===== src/rtl/pbrf_pkg.sv =====
package pbrf_pkg;

  localparam int ADDR_W = 32;
  localparam int HALF_W = 16;
  localparam int ENTRY_W = 16;
  localparam int CFG_INDEX_W = 2;

  localparam logic [CFG_INDEX_W-1:0] CFG_NEW_BASE = 2'd0;
  localparam logic [CFG_INDEX_W-1:0] CFG_OLD_BASE = 2'd1;

  localparam logic [3:0] RT_ABSOLUTE = 4'd0;
  localparam logic [3:0] RT_HIGH     = 4'd1;
  localparam logic [3:0] RT_LOW      = 4'd2;
  localparam logic [3:0] RT_HIGHLOW  = 4'd3;
  localparam logic [3:0] RT_HIGHADJ  = 4'd4;
  localparam logic [3:0] RT_SECTION  = 4'd6;
  localparam logic [3:0] RT_REL32    = 4'd7;

  localparam logic OP_HEADER = 1'b0;
  localparam logic OP_ENTRY  = 1'b1;

  localparam logic [ADDR_W-1:0] ROUND_HALF = 32'h0000_8000;

  localparam int QUEUE_DEPTH = 2;

  typedef enum logic [1:0] {
    ST_OK      = 2'd0,
    ST_WAIT    = 2'd1,
    ST_INVALID = 2'd2
  } status_t;

  // What the back end has to do with one request.
  typedef enum logic [1:0] {
    CMD_NONE = 2'd0,
    CMD_WIDE = 2'd1,
    CMD_HIGH = 2'd2,
    CMD_LOW  = 2'd3
  } cmd_kind_t;

  typedef struct packed {
    cmd_kind_t         kind;
    logic [ADDR_W-1:0] address;
    logic [ADDR_W-1:0] operand;
    status_t           status;
  } cmd_t;

endpackage


===== src/rtl/pbrf_if.sv =====
interface pbrf_in_if;
  logic        valid;
  logic        ready;
  logic        operation;
  logic [31:0] page_offset;
  logic [15:0] entry;
  logic [31:0] target_value;

  modport source (output valid, output operation, output page_offset, output entry,
                  output target_value, input ready);
  modport sink (input valid, input operation, input page_offset, input entry,
                input target_value, output ready);
endinterface

interface pbrf_out_if;
  logic        valid;
  logic        ready;
  logic        write_enable;
  logic [31:0] write_address;
  logic [31:0] write_value;
  logic        write_wide;
  logic [1:0]  status;

  modport source (output valid, output write_enable, output write_address,
                  output write_value, output write_wide, output status, input ready);
  modport sink (input valid, input write_enable, input write_address,
                input write_value, input write_wide, input status, output ready);
endinterface


===== src/rtl/pbrf_front.sv =====
module pbrf_front (
  input  logic                   clk,
  input  logic                   rst_n,
  pbrf_in_if.sink                in_ch,
  input  logic [31:0]            new_base,
  input  logic                   q_ready,
  output logic                   q_push,
  output pbrf_pkg::cmd_t         q_cmd
);
  import pbrf_pkg::*;

  logic [ADDR_W-1:0] page_r, page_nxt;
  logic              pend_r, pend_nxt;
  logic [ADDR_W-1:0] pend_addr_r, pend_addr_nxt;
  logic [HALF_W-1:0] pend_high_r, pend_high_nxt;
  logic              inv_r, inv_nxt;

  logic              accept;
  logic [3:0]        rtype;
  logic [ADDR_W-1:0] entry_addr;
  logic [HALF_W-1:0] t16;
  logic [ADDR_W-1:0] low_sext;

  assign in_ch.ready = q_ready;
  assign accept      = in_ch.valid & q_ready;
  assign q_push      = accept;

  assign rtype      = in_ch.entry[ENTRY_W-1 -: 4];
  assign entry_addr = page_r + {20'd0, in_ch.entry[11:0]};
  assign t16        = in_ch.target_value[HALF_W-1:0];
  assign low_sext   = {{HALF_W{in_ch.entry[ENTRY_W-1]}}, in_ch.entry};

  always_comb begin
    page_nxt      = page_r;
    pend_nxt      = pend_r;
    pend_addr_nxt = pend_addr_r;
    pend_high_nxt = pend_high_r;
    inv_nxt       = inv_r;
    q_cmd.kind    = CMD_NONE;
    q_cmd.address = '0;
    q_cmd.operand = '0;

    if (in_ch.operation == OP_HEADER) begin
      if (pend_r) begin
        inv_nxt = 1'b1;
      end
      pend_nxt = 1'b0;
      page_nxt = new_base + in_ch.page_offset;
    end else if (inv_r) begin
      pend_nxt = 1'b0;
    end else if (pend_r) begin
      // The entry after a HIGHADJ is the signed low half; rounding is folded in here
      // so the back end only has to add the delta.
      q_cmd.kind    = CMD_HIGH;
      q_cmd.address = pend_addr_r;
      q_cmd.operand = {pend_high_r, {HALF_W{1'b0}}} + low_sext + ROUND_HALF;
      pend_nxt      = 1'b0;
    end else begin
      unique case (rtype)
        RT_HIGHLOW: begin
          q_cmd.kind    = CMD_WIDE;
          q_cmd.address = entry_addr;
          q_cmd.operand = in_ch.target_value;
        end
        RT_HIGH: begin
          q_cmd.kind    = CMD_HIGH;
          q_cmd.address = entry_addr;
          q_cmd.operand = {t16, {HALF_W{1'b0}}};
        end
        RT_LOW: begin
          q_cmd.kind    = CMD_LOW;
          q_cmd.address = entry_addr;
          q_cmd.operand = {{HALF_W{1'b0}}, t16};
        end
        RT_HIGHADJ: begin
          pend_nxt      = 1'b1;
          pend_addr_nxt = entry_addr;
          pend_high_nxt = t16;
        end
        RT_ABSOLUTE, RT_SECTION, RT_REL32: begin
          pend_nxt = 1'b0;
        end
        default: begin
          inv_nxt = 1'b1;
        end
      endcase
    end

    if (inv_nxt) begin
      q_cmd.status = ST_INVALID;
    end else if (pend_nxt) begin
      q_cmd.status = ST_WAIT;
    end else begin
      q_cmd.status = ST_OK;
    end
  end

  always_ff @(posedge clk) begin
    if (!rst_n) begin
      page_r      <= '0;
      pend_r      <= 1'b0;
      pend_addr_r <= '0;
      pend_high_r <= '0;
      inv_r       <= 1'b0;
    end else if (accept) begin
      page_r      <= page_nxt;
      pend_r      <= pend_nxt;
      pend_addr_r <= pend_addr_nxt;
      pend_high_r <= pend_high_nxt;
      inv_r       <= inv_nxt;
    end
  end

  a_invalid_sticky: assert property (@(posedge clk) disable iff (!rst_n)
    inv_r |=> inv_r)
    else $error("invalid status was cleared without reset");

endmodule


===== src/rtl/pbrf_queue.sv =====
module pbrf_queue (
  input  logic            clk,
  input  logic            rst_n,
  input  logic            push,
  input  pbrf_pkg::cmd_t  push_cmd,
  output logic            push_ready,
  input  logic            pop,
  output logic            pop_valid,
  output pbrf_pkg::cmd_t  pop_cmd
);
  import pbrf_pkg::*;

  localparam int PTR_W = $clog2(QUEUE_DEPTH);
  localparam int CNT_W = $clog2(QUEUE_DEPTH + 1);

  cmd_t             mem_r [QUEUE_DEPTH];
  logic [PTR_W-1:0] wr_ptr_r;
  logic [PTR_W-1:0] rd_ptr_r;
  logic [CNT_W-1:0] count_r, count_nxt;

  assign push_ready = (count_r != CNT_W'(QUEUE_DEPTH));
  assign pop_valid  = (count_r != '0);
  assign pop_cmd    = mem_r[rd_ptr_r];

  always_comb begin
    count_nxt = count_r;
    if (push && !pop) begin
      count_nxt = count_r + 1'b1;
    end else if (pop && !push) begin
      count_nxt = count_r - 1'b1;
    end
  end

  always_ff @(posedge clk) begin
    if (push) begin
      mem_r[wr_ptr_r] <= push_cmd;
    end
  end

  always_ff @(posedge clk) begin
    if (!rst_n) begin
      wr_ptr_r <= '0;
      rd_ptr_r <= '0;
      count_r  <= '0;
    end else begin
      if (push) begin
        wr_ptr_r <= (wr_ptr_r == PTR_W'(QUEUE_DEPTH - 1)) ? '0 : wr_ptr_r + 1'b1;
      end
      if (pop) begin
        rd_ptr_r <= (rd_ptr_r == PTR_W'(QUEUE_DEPTH - 1)) ? '0 : rd_ptr_r + 1'b1;
      end
      count_r <= count_nxt;
    end
  end

  a_count_bound: assert property (@(posedge clk) disable iff (!rst_n)
    count_r <= CNT_W'(QUEUE_DEPTH))
    else $error("queue count exceeds its depth");

  a_no_overflow: assert property (@(posedge clk) disable iff (!rst_n)
    (count_r == CNT_W'(QUEUE_DEPTH)) && !pop |=> count_r == CNT_W'(QUEUE_DEPTH))
    else $error("queue lost an entry while full");

endmodule


===== src/rtl/pbrf_back.sv =====
module pbrf_back (
  input  logic            clk,
  input  logic            rst_n,
  input  logic [31:0]     new_base,
  input  logic [31:0]     old_base,
  input  logic            q_valid,
  input  pbrf_pkg::cmd_t  q_cmd,
  output logic            q_pop,
  pbrf_out_if.source      out_ch
);
  import pbrf_pkg::*;

  logic [ADDR_W-1:0] delta_r;
  logic [ADDR_W-1:0] sum;
  logic              load;
  logic              out_valid_r;
  logic              we_r, we_nxt;
  logic [ADDR_W-1:0] addr_r, addr_nxt;
  logic [ADDR_W-1:0] value_r, value_nxt;
  logic              wide_r, wide_nxt;
  status_t           status_r;

  assign load  = q_valid && (!out_valid_r || out_ch.ready);
  assign q_pop = load;
  assign sum   = q_cmd.operand + delta_r;

  always_comb begin
    we_nxt    = 1'b1;
    addr_nxt  = q_cmd.address;
    value_nxt = '0;
    wide_nxt  = 1'b0;
    unique case (q_cmd.kind)
      CMD_NONE: begin
        we_nxt   = 1'b0;
        addr_nxt = '0;
      end
      CMD_WIDE: begin
        value_nxt = sum;
        wide_nxt  = 1'b1;
      end
      CMD_HIGH: value_nxt = {{HALF_W{1'b0}}, sum[ADDR_W-1 -: HALF_W]};
      CMD_LOW:  value_nxt = {{HALF_W{1'b0}}, sum[HALF_W-1:0]};
    endcase
  end

  // The user must change configuration only while the block is idle (not enforced); delta_r's lag is then harmless.
  always_ff @(posedge clk) begin
    delta_r <= new_base - old_base;
  end

  always_ff @(posedge clk) begin
    if (!rst_n) begin
      out_valid_r <= 1'b0;
    end else if (load) begin
      out_valid_r <= 1'b1;
    end else if (out_ch.ready) begin
      out_valid_r <= 1'b0;
    end
  end

  always_ff @(posedge clk) begin
    if (load) begin
      we_r     <= we_nxt;
      addr_r   <= addr_nxt;
      value_r  <= value_nxt;
      wide_r   <= wide_nxt;
      status_r <= q_cmd.status;
    end
  end

  assign out_ch.valid         = out_valid_r;
  assign out_ch.write_enable  = we_r;
  assign out_ch.write_address = addr_r;
  assign out_ch.write_value   = value_r;
  assign out_ch.write_wide    = wide_r;
  assign out_ch.status        = status_r;

  a_idle_payload: assert property (@(posedge clk) disable iff (!rst_n)
    out_valid_r && !we_r |-> addr_r == '0 && value_r == '0 && !wide_r)
    else $error("request without a write carries a payload");

  a_half_upper: assert property (@(posedge clk) disable iff (!rst_n)
    out_valid_r && we_r && !wide_r |-> value_r[ADDR_W-1:HALF_W] == '0)
    else $error("halfword write has upper bits set");

endmodule


===== src/rtl/pe_base_relocation_fixup.sv =====
// PE base relocation fixup engine.
// The input channel in_ch takes one request per cycle while in_ch.ready is
// high: a block header (operation 0, page_offset) or a relocation entry
// (operation 1, entry and the current memory contents at the target in
// target_value). Every request yields exactly one result on out_ch: an
// optional write (address, value, width) and the status code (ok, waiting
// for a HIGHADJ low half, invalid). new_base and old_base must be set
// through the cfg_ write port only while idle; the block does not enforce
// this. The front end classifies and tracks page and HIGHADJ state, and the
// back end adds the relocation delta in one adder. A two-entry queue sits
// between them, so input is accepted as long as the queue has room even
// while a result waits on a stalled receiver; once the queue and output
// register are full, in_ch.ready drops. Reset clears both base registers,
// the page address, the pending HIGHADJ and the sticky invalid flag; no
// clearing pass is needed.
module pe_base_relocation_fixup (
  input  logic                                clk,
  input  logic                                rst_n,
  pbrf_in_if.sink                             in_ch,
  pbrf_out_if.source                          out_ch,
  input  logic                                cfg_we,
  input  logic [pbrf_pkg::CFG_INDEX_W-1:0]    cfg_index,
  input  logic [31:0]                         cfg_data
);
  import pbrf_pkg::*;

  logic [ADDR_W-1:0] new_base_r;
  logic [ADDR_W-1:0] old_base_r;

  logic q_push, q_ready, q_pop, q_valid;
  cmd_t push_cmd, pop_cmd;

  always_ff @(posedge clk) begin
    if (!rst_n) begin
      new_base_r <= '0;
      old_base_r <= '0;
    end else if (cfg_we) begin
      if (cfg_index == CFG_NEW_BASE) begin
        new_base_r <= cfg_data;
      end
      if (cfg_index == CFG_OLD_BASE) begin
        old_base_r <= cfg_data;
      end
    end
  end

  pbrf_front u_front (
    .clk      (clk),
    .rst_n    (rst_n),
    .in_ch    (in_ch),
    .new_base (new_base_r),
    .q_ready  (q_ready),
    .q_push   (q_push),
    .q_cmd    (push_cmd)
  );

  pbrf_queue u_queue (
    .clk        (clk),
    .rst_n      (rst_n),
    .push       (q_push),
    .push_cmd   (push_cmd),
    .push_ready (q_ready),
    .pop        (q_pop),
    .pop_valid  (q_valid),
    .pop_cmd    (pop_cmd)
  );

  pbrf_back u_back (
    .clk      (clk),
    .rst_n    (rst_n),
    .new_base (new_base_r),
    .old_base (old_base_r),
    .q_valid  (q_valid),
    .q_cmd    (pop_cmd),
    .q_pop    (q_pop),
    .out_ch   (out_ch)
  );

endmodule

===== src/flat_wrapper.sv =====
// flat-port wrapper written by rule: the top's interface ports become plain ports
module pe_base_relocation_fixup_flat import pbrf_pkg::*;
  (clk, rst_n, cfg_we, cfg_index, cfg_data, in_ch_valid, in_ch_operation, in_ch_page_offset, in_ch_entry, in_ch_target_value, in_ch_ready, out_ch_valid, out_ch_write_enable, out_ch_write_address, out_ch_write_value, out_ch_write_wide, out_ch_status, out_ch_ready);
  pbrf_in_if in_ch_i ();
  pbrf_out_if out_ch_i ();
  input  logic clk;
  input  logic rst_n;
  input  logic cfg_we;
  input  logic [pbrf_pkg::CFG_INDEX_W-1:0] cfg_index;
  input  logic [31:0] cfg_data;
  input wire logic [$bits(in_ch_i.valid)-1:0] in_ch_valid;
  input wire logic [$bits(in_ch_i.operation)-1:0] in_ch_operation;
  input wire logic [$bits(in_ch_i.page_offset)-1:0] in_ch_page_offset;
  input wire logic [$bits(in_ch_i.entry)-1:0] in_ch_entry;
  input wire logic [$bits(in_ch_i.target_value)-1:0] in_ch_target_value;
  output wire logic [$bits(in_ch_i.ready)-1:0] in_ch_ready;
  output wire logic [$bits(out_ch_i.valid)-1:0] out_ch_valid;
  output wire logic [$bits(out_ch_i.write_enable)-1:0] out_ch_write_enable;
  output wire logic [$bits(out_ch_i.write_address)-1:0] out_ch_write_address;
  output wire logic [$bits(out_ch_i.write_value)-1:0] out_ch_write_value;
  output wire logic [$bits(out_ch_i.write_wide)-1:0] out_ch_write_wide;
  output wire logic [$bits(out_ch_i.status)-1:0] out_ch_status;
  input wire logic [$bits(out_ch_i.ready)-1:0] out_ch_ready;
  assign in_ch_i.valid = in_ch_valid;
  assign in_ch_i.operation = in_ch_operation;
  assign in_ch_i.page_offset = in_ch_page_offset;
  assign in_ch_i.entry = in_ch_entry;
  assign in_ch_i.target_value = in_ch_target_value;
  assign in_ch_ready = in_ch_i.ready;
  assign out_ch_valid = out_ch_i.valid;
  assign out_ch_write_enable = out_ch_i.write_enable;
  assign out_ch_write_address = out_ch_i.write_address;
  assign out_ch_write_value = out_ch_i.write_value;
  assign out_ch_write_wide = out_ch_i.write_wide;
  assign out_ch_status = out_ch_i.status;
  assign out_ch_i.ready = out_ch_ready;
  pe_base_relocation_fixup u_core (.clk(clk), .rst_n(rst_n), .in_ch(in_ch_i), .out_ch(out_ch_i), .cfg_we(cfg_we), .cfg_index(cfg_index), .cfg_data(cfg_data));
endmodule

===== config.mk =====
export PLATFORM = sky130hd
export DESIGN_NAME = pe_base_relocation_fixup_flat
export DESIGN_NICKNAME = d
export VERILOG_FILES = /design/src/rtl/pbrf_pkg.sv /design/src/rtl/pbrf_if.sv /design/src/rtl/pbrf_front.sv /design/src/rtl/pbrf_queue.sv /design/src/rtl/pbrf_back.sv /design/src/rtl/pe_base_relocation_fixup.sv /design/src/flat_wrapper.sv
export SDC_FILE = /design/constraint.sdc
export NUM_CORES = 1
export LEC_CHECK = 0
export BUFFER_PORTS_ARGS = -buffer_cell sky130_fd_sc_hd__buf_2
export CAP_MARGIN = 20
export CORE_ASPECT_RATIO = 0.75
export CORE_UTILIZATION = 35
export CTS_BUF_LIST = sky130_fd_sc_hd__clkbuf_4
export CTS_CLUSTER_DIAMETER = 30
export DETAILED_ROUTE_END_ITERATION = 8
export MAX_ROUTING_LAYER = met4
export PLACE_DENSITY = 0.49
export SYNTH_ARGS = -nofsm -noshare
export SYNTH_HDL_FRONTEND = slang
export SYNTH_SLANG_ARGS = --single-unit

===== constraint.sdc =====
create_clock -name clk -period 6.7 [get_ports clk]
set_input_delay 1.34 -clock clk [delete_from_list [all_inputs] [get_ports clk]]
set_output_delay 1.34 -clock clk [all_outputs]
set_load 0.05 [all_outputs]

==> results of run 1 <==
[layer usage]
| metal | global-route usage, % | share of wire, % | vias up |
|---|---|---|---|
| met2 | 30.5 | 42 | 542 |
| li1 | - | - | 8046 |
| met3 | 4.36 | 7.1 | 93 |
| met5 | - | 0 | - |
| met1 | 32.4 | 49 | 7926 |
| met4 | 5.77 | 2.0 | 0 |
[per-stage QoR]
step / instances / total power [µW] / hold WS [ns]
3_5_place_dp: 2978 / 6900 / 0.449
4_1_cts: 3177 / 9140 / 0.458
3_3_place_gp: 2977 / 6880 / 0.442
6_report: 3180 / 9030 / 0.453
5_1_grt: 3179 / 9570 / 0.474
2_1_floorplan: 2084 / 5880 / 0.436
[flip-flops by register name, indices dropped and copies added (netlist names), named ones only]
register,cells
u_core.u_queue.mem_r,136
u_core.new_base_r,32
u_core.old_base_r,32
u_core.u_back.delta_r,32
u_core.u_back.out_ch.write_address,32
u_core.u_back.out_ch.write_value,32
u_core.u_front.page_r,32
u_core.u_front.pend_addr_r,32
u_core.u_front.pend_high_r,16
u_core.u_back.out_ch.status,2
u_core.u_queue.count_r,2
u_core.u_back.out_ch.valid,1
u_core.u_back.out_ch.write_enable,1
u_core.u_back.out_ch.write_wide,1
u_core.u_front.inv_r,1
u_core.u_front.pend_r,1
u_core.u_queue.rd_ptr_r,1
u_core.u_queue.wr_ptr_r,1
[worst paths after layout]
| check | endpoint | slack (ns) | depth (start not counted) |
|---|---|---|---|
| worst min-delay path | u_core.old_base_r[26]$_SDFFE_PN0P_ | 0.45 | 2 |
| worst min register to register | u_core.old_base_r[26]$_SDFFE_PN0P_ | 0.45 | 2 |
| worst max-delay path | u_core.u_back.out_ch.write_value[14]$_DFFE_PP_ | 2.51 | 12 |
| worst max register to register | u_core.u_back.out_ch.write_value[14]$_DFFE_PP_ | 2.51 | 12 |
[Yosys cell counts, types with 5 or more instances]
cell	n	area (µm²)
nand2_1	318	1190
a21oi_1	232	1160
edfxtp_1	204	6130
dfxtp_1	184	3680
nor2_1	149	559
ha_1	122	1530
o21ai_0	92	460
clkbuf_1	81	304
inv_1	72	270
xnor2_1	68	596
xor2_1	61	534
a21o_1	44	330
mux2_2	35	394
nand3_1	35	175
mux2i_1	34	340
a22o_1	28	245
nor3_1	23	115
a211oi_1	22	165
a22oi_1	18	135
nand2b_1	17	106
o22ai_1	17	106
a31oi_1	15	93.8
o21a_1	15	113
nand4_1	12	75.1
and3_1	11	68.8
o21ai_1	11	55.1
o21bai_1	11	82.6
nor2b_1	10	62.6
o31ai_1	10	75.1
and2_1	9	56.3
buf_1	8	30.0
or3_1	8	50.1
and4_1	7	61.3
o211ai_1	6	45.0
a211o_1	5	43.8
a221oi_1	5	43.8
or2_2	5	31.3
or4_1	5	37.5
[worst max-delay path: stages, from the launching register on]
cell and delay (ns):
dfxtp_4 0.89, mux2_2 0.43, ha_1 0.25, fa_1 0.44
a21o_1 0.19, nand4_1 0.13, a21o_1 0.17, o21ai_1 0.15
a31oi_2 0.33, o21ai_1 0.22, a221oi_2 0.35, xor2_1 0.23
o22ai_1 0.11
[layout make-up]
class | instances | area [µm²] | area share (%)
multi-input cells | 1530 | 9880 | 42.1
flip-flops and latches | 388 | 9810 | 41.8
clock buffers | 161 | 1210 | 5.15
repair buffers | 208 | 1110 | 4.72
well taps | 780 | 976 | 4.16
inverters | 73 | 275 | 1.17
clock inverters | 38 | 216 | 0.922
diodes | 2 | 5.00 | 0.0213
[power groups by stage]
stage	Sequential, µW	Clock (µW)	Combinational (µW)
after floorplan	4090	0	1790
after global placement	3410	0	3480
after detailed placement	3420	0	3480
after CTS	3370	2280	3490
after global routing	3410	2410	3750
final	3360	2200	3470
[kinds of logic after synthesis]
kind of cell,after synthesis,share of synthesized area [%]
xor gates and xnor gates,129,5.57
buffers and inverters,166,3.14
AOI/OAI and AO/OA,577,17.9
adders and majority gates,126,7.92
muxes,69,3.62
and+or+nand+nor,629,13.6
DFF,388,48.3
==> flow_summary_export.csv, run 1 <==
group,metric,value,unit
status,status,"complete, no violations",
placement,dp_slack,2.39,ns
drt,totalWireLength,63100,µm
synth,synth_edf_count,204,
clock_network,insertion_delay,0.84,ns
global_route,grt_pass1_wl,95300,µm
clock_network,cts_root_buf,"clkbuf_4",
clock_network,cts_setup_buffers,0,
synth,synth-async-reset-ratio,0,%
floorplanning,start_util,35.4,%
sta,setup_tns,0,ns
clock_network,cts_tree,"yes",
sta,min_period_over_period,62.5,%
sta,fmax,239,MHz
floorplanning,die_w,280,µm
clock_network,post_cts_resized,0,
sta,rsz0062_at_grt,"no",
floorplanning,ios,190,
floorplanning,dieArea,59000,µm²
pwr,power_frac_comb,38.4,%
clock_network,clockBufferDepth,3,
synth,ys_seq_elements,388,
synth,synth_flop_cell,"edfxtp_1",
global_route,overflow,0,
critical_path,required,7.25,ns
placement,routabilityCongestion,0.893,
synth,syn-cell-area,20300,µm²
synth,synth_cells,2084,
drt,initialDrtViolationCount,1237,
sta,hold_viol,0,
min_path,hp-start,"u_core.old_base_r[26]$_SDFFE_PN0P_",
sta,setup_violations,0,
floorplanning,core_area,57300,µm²
final_layout,area.growth.synth_to_final,15.7,%
pwr,p_sw_share,40.7,%
clock_network,path_clk_slew,0.06,ns
pwr,power.switching,3670,µW
final_layout,layout_commonest_cell,"nand2_1",
pwr,seqPwrFrac,37.2,%
critical_path,worstPathArrival,4.74,ns
synth,ys_seq_area_share,48.3,%
final_layout,finish.utilization,41.0,%
critical_path,cp-end-kind,"register",
global_route,grt_pass1_vias,15800,
critical_path,worst_setup_path_start_kind,"register",
pwr,powerDensity,384,nW/µm²
pwr,p_leak,0.00935,µW
drt,route.vias.total,16600,
global_route,grt_max_degree,70,
placement,place_area,22000,µm²
clock_network,hold_buffers,0,
clock_network,numCtsBuffers,109,
floorplanning,die_y,211,µm
drt,drc,0,
final_layout,fillers,5758,
floorplanning,row_count,76,
global_route,antenna_found_initial,2,
synth,syn_avg_cell_area,9.74,µm²
critical_path,critical_path_class,"reg -> reg",
drt,antenna_left,0,
sta,fin_skew,0.0577,ns
placement,place_hpwl,46800,µm
synth,yosysWarningCount,0,
clock_network,numClockSinks,388,
pwr,clockPowerShare,24.4,%
synth,synth_cell_types,86,
drt,wl_per_cell,19.8,µm
drt,drt-pass1-iter-count,5,
sta,slew_headroom,30.7,%
critical_path,cp_max_fo,47,
global_route,grt_use_total,22.1,%
final_layout,final_area,23500,µm²
final_layout,drive_gt1_share,19.6,%
drt,drt-vias-per-instance,5.22,
sta,report.final.slew_viol_count,0,
sta,finalCriticalPeriod,4.19,ns
final_layout,mostFrequentLayoutCells,"318 x nand2_1, 232 x a21oi_1, 204 x edfxtp_1",
job,cap_violations,0,
sta,fin_ws,2.51,ns
pwr,peakVddDrop,0.233,mV
synth,synth_nets,2330,
final_layout,nNetsFinal,2556,
min_path,min_path_type,"reg -> reg",
placement,io_buffers,189,
sta,tightest_slew,1.04,ns
pwr,p_int,5360,µW
clock_network,cts_max_level,3,
(Power assumes the default switching activity.)
==> run 2, diff against run 1 <==
==> constraint.sdc (replaced) <==
create_clock -name clk -period 4.1 [get_ports clk]
set_input_delay 0.82 -clock clk [delete_from_list [all_inputs] [get_ports clk]]
set_output_delay 0.82 -clock clk [all_outputs]
set_load 0.05 [all_outputs]
==> flow_summary_export.csv, run 2 (synthesis gave the netlist of run 1 again) <==
group,metric,value,unit
pwr,p_leak,0.00939,µW
clock_network,post_cts_resized,0,
sta,setup_tns,0,ns
clock_network,hold_buffers,0,
final_layout,multi_input_area,9880,µm²
min_path,min_path_type,"in -> reg",
drt,drc,0,
status,status,"complete, no violations",
sta,slew_headroom,34.4,%
final_layout,ff_latch_area,9810,µm²
clock_network,numClockSinks,388,
final_layout,largest_reg_flops,136,
placement,place_hpwl,46700,µm
critical_path,slowest_stage,"dfxtp_4",
final_layout,mostFrequentLayoutCells,"318 x nand2_1, 232 x a21oi_1, 204 x edfxtp_1",
critical_path,critical_path_class,"reg -> reg",
sta,report.final.slew_viol_count,0,
sta,fin_skew,0.0677,ns
sta,rsz0062_at_grt,"no",
clock_network,clockBufferDepth,3,
placement,io_buffers,189,
global_route,grt_use_total,21.6,%
critical_path,critPathMaxStageDelay,0.53,ns
critical_path,cp-end-kind,"register",
final_layout,regMostFlops,"u_core.u_queue.mem_r",
final_layout,area.growth.synth_to_final,16.1,%
drt,route.vias.total,16500,
drt,drt-vias-per-instance,5.18,
sta,min_period_over_period,88.2,%
pwr,peakVddDrop,0.348,mV
final_layout,nNetsFinal,2564,
floorplanning,die_y,211,µm
floorplanning,row_count,76,
global_route,grt_max_degree,74,
floorplanning,ios,190,
critical_path,timing.critical_path.cells,"mux2_2 > ha_1 > fa_1 > a21o_1 > nand4_1 > a21o_1 > o21ai_1 > a31oi_2 > o21ai_1 > a221oi_2 > xor2_1 > o22ai_1",
floorplanning,die_w,280,µm
drt,wl_per_cell,19.6,µm
pwr,powerDensity,626,nW/µm²
critical_path,cp_max_fo,19,
drt,drt-pass1-iter-count,5,
final_layout,layout_commonest_cell,"nand2_1",
global_route,antenna_found_initial,2,
clock_network,cts_setup_buffers,0,
global_route,overflow,0,
sta,hold_viol,0,
final_layout,fillers,5737,
critical_path,worstPathArrival,4.20,ns
placement,dp_slack,0.328,ns
global_route,grt_pass1_vias,15700,
sta,finalCriticalPeriod,3.62,ns
clock_network,numCtsBuffers,105,
clock_network,cts_max_level,3,
sta,fmax,276,MHz
final_layout,drive_gt1_share,19.7,%
sta,setup_violations,0,
floorplanning,core_area,57300,µm²
critical_path,required,4.69,ns
clock_network,cts_root_buf,"clkbuf_4",
floorplanning,dieArea,59000,µm²
clock_network,cts_tree,"yes",
sta,fin_ws,0.483,ns
drt,initialDrtViolationCount,1195,
floorplanning,start_util,35.4,%
final_layout,finish.utilization,41.1,%
global_route,grt_pass1_wl,93500,µm
job,cap_violations,0,
placement,routabilityCongestion,0.916,
clock_network,insertion_delay,0.86,ns
critical_path,worst_setup_path_start_kind,"register",
sta,tightest_slew,0.984,ns
drt,antenna_left,0,
clock_network,path_clk_slew,0.07,ns
drt,totalWireLength,62400,µm
-- run 2: per-layer routing --
layer / track usage, % / share of wire [%] / wire length, µm
met5: - / 0 / 0
met4: 5.65 / 1.8 / 1120
met3: 5.76 / 6.9 / 4290
met2: 29.9 / 41 / 25700
met1: 30.9 / 50 / 31200
-- run 2: final timing paths --
kind	startpoint	endpoint	slack, ns	depth (start not counted)
setup reg to reg	register	u_core.u_back.out_ch.write_value[14]$_DFFE_PP_	0.48	12
hold reg to reg	u_core.old_base_r[18]$_SDFFE_PN0P_	u_core.old_base_r[18]$_SDFFE_PN0P_	0.45	2
hold / removal	cfg_data[28]	u_core.old_base_r[28]$_SDFFE_PN0P_	0.23	3
setup / recovery	register	u_core.u_back.out_ch.write_value[14]$_DFFE_PP_	0.48	12
-- run 2: report_power, final --
part / switching, µW / leakage [µW] / total [µW] / internal, µW
registers: 343 / 0.00348 / 5430 / 5090
clock network: 1640 / 0.000840 / 3540 / 1900
logic: 3990 / 0.00507 / 5760 / 1770
-- run 2: metrics by stage --
stage / hold slack (ns) / power (µW) / cells / cell area, µm²
2_1_floorplan: 0.436 / 9600 / 2084 / 20300
3_3_place_gp: 0.443 / 11300 / 2990 / 22200
3_5_place_dp: 0.447 / 11300 / 2990 / 22200
4_1_cts: 0.115 / 14900 / 3183 / 23500
5_1_grt: 0.139 / 15600 / 3187 / 23600
6_report: 0.234 / 14700 / 3187 / 23600
-- run 2: worst max-delay path: cells and delay by family, from the launching register on --
family | cells | cell delay, ns
AOI/OAI and AO/OA | 7 | 1.39
xor gates and xnor gates | 1 | 0.21
adders and majority gates | 2 | 0.67
DFF | 1 | 0.53
muxes | 1 | 0.39
and+or+nand+nor | 1 | 0.13
-- run 2: cell type report --
class / count / area share, %
well taps: 780 / 4.14
diodes: 3 / 0.0319
clock inverters: 33 / 0.781
clock buffers: 160 / 5.10
repair buffers: 220 / 5.18
multi-input cells: 1530 / 41.9
inverters: 73 / 1.17
flip-flops and latches: 388 / 41.7
==> run 3, diff against run 2 <==
--- a/config.mk
+++ b/config.mk
@@ -14,6 +14,7 @@
 export DETAILED_ROUTE_END_ITERATION = 8
 export MAX_ROUTING_LAYER = met4
 export PLACE_DENSITY = 0.49
+export SKIP_CTS_REPAIR_TIMING = 1
 export SYNTH_ARGS = -nofsm -noshare
 export SYNTH_HDL_FRONTEND = slang
 export SYNTH_SLANG_ARGS = --single-unit
==> constraint.sdc (replaced) <==
create_clock -name clk -period 3.78 [get_ports clk]
set_input_delay 0.756 -clock clk [delete_from_list [all_inputs] [get_ports clk]]
set_output_delay 0.756 -clock clk [all_outputs]
set_load 0.05 [all_outputs]
==> flow_summary_export.csv, run 3 (synthesis gave the netlist of run 1 again) <==
group,metric,value,unit
final_layout,drive_gt1_share,20.3,%
final_layout,regMostFlops,"u_core.u_queue.mem_r",
sta,min_period_over_period,93.5,%
min_path,hp-start,"cfg_data[31]",
final_layout,nNetsFinal,2571,
placement,place_area,22200,µm²
global_route,grt_use_total,21.9,%
final_layout,area.growth.synth_to_final,16.7,%
final_layout,largest_reg_flops,136,
critical_path,critical_path_class,"reg -> reg",
global_route,grt_max_degree,91,
sta,fmax,283,MHz
sta,tightest_slew,1.02,ns
sta,report.final.slew_viol_count,0,
clock_network,insertion_delay,0.87,ns
floorplanning,die_y,211,µm
global_route,overflow,0,
floorplanning,start_util,35.4,%
placement,dp_slack,0.0550,ns
drt,antenna_left,0,
floorplanning,dieArea,59000,µm²
final_layout,mostFrequentLayoutCells,"318 x nand2_1, 232 x a21oi_1, 204 x edfxtp_1",
floorplanning,die_w,280,µm
critical_path,worst_setup_path_start_kind,"register",
pwr,peakVddDrop,0.374,mV
clock_network,cts_root_buf,"clkbuf_4",
placement,place_hpwl,46700,µm
drt,drt-pass1-iter-count,6,
clock_network,cts_tree,"yes",
min_path,hold_path_depth,3,
min_path,min_path_type,"in -> reg",
sta,setup_violations,0,
drt,drc,0,
critical_path,required,4.37,ns
final_layout,layout_commonest_cell,"nand2_1",
sta,hold_viol,0,
drt,wl_per_cell,19.6,µm
floorplanning,ios,190,
floorplanning,row_count,76,
clock_network,numClockSinks,388,
pwr,powerDensity,686,nW/µm²
clock_network,numCtsBuffers,109,
sta,setup_tns,0,ns
clock_network,path_clk_slew,0.06,ns
placement,io_buffers,189,
floorplanning,core_area,57300,µm²
drt,initialDrtViolationCount,1100,
drt,route.vias.total,16500,
critical_path,worstPathArrival,4.13,ns
job,cap_violations,0,
sta,finalCriticalPeriod,3.53,ns
drt,totalWireLength,62800,µm
final_layout,final_area,23700,µm²
global_route,grt_pass1_vias,15800,
global_route,grt_pass1_wl,95100,µm
placement,routabilityCongestion,0.930,
clock_network,cts_max_level,3,
sta,slew_headroom,31.7,%
sta,fin_skew,0.0556,ns
critical_path,cp_max_fo,17,
sta,fin_ws,0.246,ns
global_route,antenna_found_initial,2,
drt,drt-vias-per-instance,5.15,
critical_path,r2r_cells,12,
pwr,power,16200,µW
sta,rsz0062_at_grt,"no",
clock_network,clockBufferDepth,3,
critical_path,cp-end-kind,"register",
pwr,p_leak,0.00945,µW
final_layout,finish.utilization,41.3,%
status,status,"complete, no violations",
run 3: changes by cell type in the layout (fill, tap and decap cells not counted), sizes merged, moves of 2 or more:
cell      change
buf           +3
clkinvlp      +2
inv           -4
clkbuf        +8
diode         +3
run 3: cell type report:
cell class	count	area, µm²
fill	5744	33700
timing repair buffer	223	1240
inverter	73	275
clock buffer	168	1260
multi-input combinational	1530	9880
antenna	6	15.0
tap	780	976
sequential	388	9810
clock inverter	31	219
run 3: worst max-delay path, stage by stage (launching register included):
cell	delay [ns]
dfxtp_4	0.50
mux2_2	0.37
ha_1	0.24
fa_1	0.44
a21o_1	0.20
nand4_1	0.12
a21o_1	0.19
o21ai_1	0.13
a31oi_2	0.24
o21ai_1	0.18
a221oi_2	0.32
xor2_1	0.22
o22ai_1	0.11
run 3: routing by layer:
metal | share of wire [%] | global-route usage [%]
met1 | 51 | 32.2
met2 | 42 | 30.6
met3 | 6.0 | 4.58
met4 | 1.4 | 4.88
met5 | 0 | -
run 3: through the flow:
stage | hold WS (ns) | cells
after floorplan | 0.436 | 2084
after global placement | 0.442 | 2994
after detailed placement | 0.448 | 2994
after CTS | 0.0591 | 3193
after global routing | 0.0322 | 3199
final | 0.133 | 3199
run 3: power breakdown:
part | switching [µW] | internal, µW | leakage, µW
Clock | 1840 | 2230 | 0.000890
Combinational | 4330 | 1940 | 0.00508
Sequential | 385 | 5520 | 0.00348
run 3: worst paths after layout:
path / slack (ns) / to
worst max register to register: 0.25 / u_core.u_back.out_ch.write_value[14]$_DFFE_PP_
worst min register to register: 0.45 / u_core.old_base_r[17]$_SDFFE_PN0P_
worst max-delay path: 0.25 / u_core.u_back.out_ch.write_value[14]$_DFFE_PP_
worst min-delay path: 0.13 / u_core.new_base_r[31]$_SDFFE_PN0P_
